## src/rtl/fdr_pkg.sv

```systemverilog
// Shared types and fixed-format constants for the Fresnel reflectance pipeline.
package fdr_pkg;

    localparam int FIELD_W   = 16;
    localparam int ETA_FRAC  = 12;
    localparam int WIDE_FRAC = 24;

    typedef struct packed {
        logic advance;
        logic valid;
    } pipe_ctl_t;

endpackage

```

## src/rtl/fdr_sqrt.sv

```systemverilog
// Pipelined digit-by-digit integer square root, one root bit per stage, with side data.
module fdr_sqrt #(
    parameter int RB = 15,
    parameter int SW = 1
) (
    input  logic               aclk,
    input  logic               aresetn,
    input  fdr_pkg::pipe_ctl_t ctl_in,
    input  logic [2*RB-1:0]    radicand,
    input  logic [SW-1:0]      side_in,
    output logic               valid_out,
    output logic [RB-1:0]      root,
    output logic [SW-1:0]      side_out
);

    localparam int RW = RB + 3;

    logic [RB-1:0]   v_reg;
    logic [2*RB-1:0] rad_reg  [RB];
    logic [RW-1:0]   rem_reg  [RB];
    logic [RB-1:0]   root_reg [RB];
    logic [SW-1:0]   side_reg [RB];

    genvar k;
    generate
        for (k = 0; k < RB; k++) begin : g_stage
            logic            v_p;
            logic [2*RB-1:0] rad_p;
            logic [RW-1:0]   rem_p;
            logic [RB-1:0]   root_p;
            logic [SW-1:0]   side_p;
            logic [RW-1:0]   rs;
            logic [RW-1:0]   trial;
            logic            ge;

            if (k == 0) begin : g_first
                always_comb begin
                    v_p    = ctl_in.valid;
                    rad_p  = radicand;
                    rem_p  = '0;
                    root_p = '0;
                    side_p = side_in;
                end
            end else begin : g_rest
                always_comb begin
                    v_p    = v_reg[k-1];
                    rad_p  = rad_reg[k-1];
                    rem_p  = rem_reg[k-1];
                    root_p = root_reg[k-1];
                    side_p = side_reg[k-1];
                end
            end

            always_comb begin
                rs    = {rem_p[RW-3:0], rad_p[2*RB-1-2*k -: 2]};
                trial = {1'b0, root_p, 2'b01};
                ge    = (rs >= trial);
            end

            always_ff @(posedge aclk) begin
                if (!aresetn) begin
                    v_reg[k] <= 1'b0;
                end else if (ctl_in.advance) begin
                    v_reg[k] <= v_p;
                end
            end

            always_ff @(posedge aclk) begin
                if (ctl_in.advance) begin
                    rad_reg[k]  <= rad_p;
                    rem_reg[k]  <= ge ? (rs - trial) : rs;
                    root_reg[k] <= {root_p[RB-2:0], ge};
                    side_reg[k] <= side_p;
                end
            end
        end
    endgenerate

    assign valid_out = v_reg[RB-1];
    assign root      = root_reg[RB-1];
    assign side_out  = side_reg[RB-1];

endmodule

```

## config.mk

```make
export PLATFORM = sky130hd
export DESIGN_NAME = fdr_sqrt
export DESIGN_NICKNAME = d
export VERILOG_FILES = /design/src/rtl/fdr_pkg.sv /design/src/rtl/fdr_sqrt.sv
export SDC_FILE = /design/constraint.sdc
export NUM_CORES = 1
export LEC_CHECK = 0
export ABC_AREA = 1
export BUFFER_PORTS_ARGS = -buffer_cell sky130_fd_sc_hd__buf_2
export CAP_MARGIN = 5
export CORE_MARGIN = 3
export CORE_UTILIZATION = 31
export DETAILED_ROUTE_END_ITERATION = 10
export PLACE_DENSITY = 0.5
export SYNTH_ARGS = -nofsm -noshare
export SYNTH_HDL_FRONTEND = slang
export SYNTH_SLANG_ARGS = --single-unit
```

## constraint.sdc

```tcl
create_clock -name aclk -period 2.4 [get_ports aclk]
set_input_delay 0.24 -clock aclk [delete_from_list [all_inputs] [get_ports aclk]]
set_output_delay 0.24 -clock aclk [all_outputs]
set_load 0.05 [all_outputs]
```

==> impl_metrics.tcl <==
set metrics [dict create \
    status "completed" \
    dr.pass1.iters 5 \
    diodes 0 \
    holdPathStages 1 \
    top_usage_layer "met2" \
    r2r_end "rem_reg[1][55]" \
    final.setup.tns_ns 0 \
    r2r_cells 7 \
    final_max_slew_viol_count 0 \
    tritoncts "yes" \
    synth_cells 3026 \
    p_int_mw 19.7 \
    routed_via_density 4.37 \
    synth_compound_area_share_pct 4.23 \
    min_from "ctl_in[1]" \
    synth_mux_area_share_pct 0 \
    synth_seq_cells 568 \
    peakVddDrop_v 0.000517 \
    hold_viol_final 0 \
    grt_pass1_wl_mm 102 \
    grt_overflow 0 \
    cts.clk_slew.worst_paths_ns 0.06 \
    drc 0 \
    drive_above_1_share_pct 9.00 \
    synthesis.nets 3196 \
    wl_per_cell_um 14.0 \
    ant_nets 0 \
    use_met2_pct 20.2 \
    post_cts_buffers 0 \
    power.switching_mw 7.55 \
    final_cell_mix "nand2_1 (905), edfxtp_1 (553), inv_1 (517)" \
    cp.arrival_ns 2.61 \
    crit_path_end_kind "register" \
    routed-via-count 19621 \
    relSlewSlack_pct 64.1 \
    post-place-cells 4334 \
    finalSetupViolCount 0 \
    synthAdderAreaFrac_pct 5.83 \
    core_area_mm2 0.0922 \
    placementRows 111 \
    place_hpwl_mm 46.7 \
    io_pins 52 \
    synthSimpleGateAreaFrac_pct 21.5 \
    synth_top_family_by_area "simple AND/OR/NAND/NOR gates" \
    largest_reg_flops 210 \
    use_met1_pct 18.4 \
    hold_class "primary input to register" \
    met3_usage_pct 1.98 \
    clock_sinks 568 \
    switching_share_pct 27.7 \
    fill_cells 9394 \
    fin_crit_sh_pct 94.5 \
    routed_wl_mm 62.9 \
    reg2reg_setup_slack_ns 0.13 \
    start_util_pct 31.4 \
    reg2reg_from "root_reg[5][10]" \
    path_class "register to register" \
    yosysSeqAreaShare_pct 58.4 \
    area_growth_pct 15.9 \
    avgSynthCellArea_um2 9.57 \
    worstSetupStartpointType "register" \
    drtIter0Drc 1252 \
    routabilityCongestion 0.846 \
    ys.warnings.count 0 \
    powerDensity_mw_per_mm2 813 \
    grt_usage_pct 12.9 \
    portBuffers 51 \
    cts_inserted_buffers 67 \
    layout_commonest_cell "nand2_1" \
    max_freq_mhz 441 \
    htree_num_levels 3 \
    syn-cell-area_mm2 0.0290 \
    cts_root_buffer "clkbuf_16" \
    fin_worst_skew_ns 0.0245 \
    die_h_um 312 \
    critPathMaxFanout 17 \
    grt_pass1_vias 19162 \
    max_cap_violations 0 \
    required_ns 2.74 \
    pwr-share-comb_pct 16.7 \
    grt_max_degree 69 \
    min_period_ns 2.27 \
    die_area_mm2 0.0971 \
    worst_pin_slew_ns 0.538 \
    worstSkewPairLatency_ns 0.60 \
    clockBufferDepth 3 \
    nets 3365 \
    rsz0062_at_grt "no" \
    antenna_found_initial 0 \
    seqPwrFrac_pct 46.3 \
    synth_xor_area_share_pct 2.36 \
    synth_cell_types 52 \
    whs_endpoint "rad_reg[0][1]" \
    stdcell_count 4489 \
    power_leakage_nw 14.9 \
    die_w_um 312 \
    pwr-share-clk_pct 37.0 \
]
[power groups by stage]
stage,registers [mW],clock network (mW),logic (mW)
2_1_floorplan,12.6,0,3.25
3_3_place_gp,12.8,0,4.51
3_5_place_dp,12.9,0,4.52
4_1_cts,12.7,10.5,4.59
5_1_grt,12.7,10.9,5.28
6_report,12.6,10.1,4.56
[worst max-delay path, cell delays in order, from the launching register on]
cell	delay (ns)
edfxtp_1	0.44
inv_1	0.07
ha_1	0.39
nand4_1	0.29
nor2_1	0.38
nand2_1	0.15
nand2_4	0.19
o21ai_0	0.10
[synthesized netlist by cell type, drive strengths merged]
cell | instances | share of area, %
or2 | 5 | 0.11
a31oi | 2 | 0.065
and3 | 4 | 0.086
buf | 23 | 0.72
xor2 | 51 | 1.5
nand2 | 928 | 12
a21oi | 107 | 2.1
nor3 | 35 | 0.64
nor2 | 234 | 3.2
o21ai | 86 | 1.7
nand3 | 209 | 3.8
o2111ai | 1 | 0.030
clkbuf | 4 | 0.056
nor3b | 1 | 0.026
inv | 535 | 7.0
ha | 135 | 5.8
edfxtp | 553 | 57
and2 | 3 | 0.065
o211ai | 2 | 0.052
conb | 1 | 0.013
dfxtp | 15 | 1.0
a211oi | 2 | 0.052
xnor2 | 27 | 0.82
nand3b | 12 | 0.31
nor4 | 1 | 0.043
a21boi | 3 | 0.078
o21bai | 2 | 0.052
a21o | 1 | 0.026
o21a | 4 | 0.10
nand4 | 40 | 0.86
[how the worst max path moves through the flow]
stage / start / endpoint / slack, ns / depth (start not counted)
after detailed placement: rem_reg[0][127] / rem_reg[1][6] / 0.15 / 10
after global routing: root_reg[5][10] / rem_reg[1][55] / 0.02 / 7
after floorplan: rem_reg[0][95] / rem_reg[0][111] / 0.54 / 8
final: root_reg[5][10] / rem_reg[1][55] / 0.13 / 7
after CTS: rem_reg[0][127] / rem_reg[1][6] / 0.11 / 10
after global placement: rem_reg[0][19] / rem_reg[0][38] / 0.11 / 7
[metrics by stage]
stage	cell area (um2)	hold slack, ns	worst slack [ns]	power [mW]	utilization (%)
finish	33600	0.0966	0.133	27.3	36.4
global route	33600	0.0831	0.0165	29.0	36.4
CTS	33600	0.0631	0.106	27.7	36.4
detailed placement	31000	0.405	0.154	17.4	33.6
global placement	31000	0.400	0.106	17.4	33.6
floorplan	29000	0.339	0.541	15.9	-
[logic make-up (layout without fill, tap and decap cells)]
group / after synthesis / after routing
buffers and inverters: 562 / 782
adders and majority gates: 135 / 135
DFF: 568 / 568
and+or+nand+nor: 1472 / 1472
xor gates and xnor gates: 78 / 78
AOI/OAI and AO/OA: 210 / 210
other: 1 / 1
[layout make-up]
class	count	area [um2]	share of cell area, %
flip-flops and latches	568	16900	50.4
multi-input cells	1896	9820	29.2
inverters	535	2020	6.01
clock buffers	86	1820	5.43
well taps	1243	1560	4.63
repair buffers	127	1090	3.23
clock inverters	34	369	1.10
[per-layer routing]
layer	vias to the layer above	wire length (um)
met2	363	27900
li1	10224	-
met3	77	2760
met4	0	1410
met1	8957	30800
met5	-	0
[what timing repair did]
action | in CTS | in global routing
resized for setup | 0 | 3
setup endpoints to repair | 0 | 17
hold buffers | 35 | 0
hold endpoints to repair | 47 | 0
Note: power is estimated with default switching activity, not from simulation.
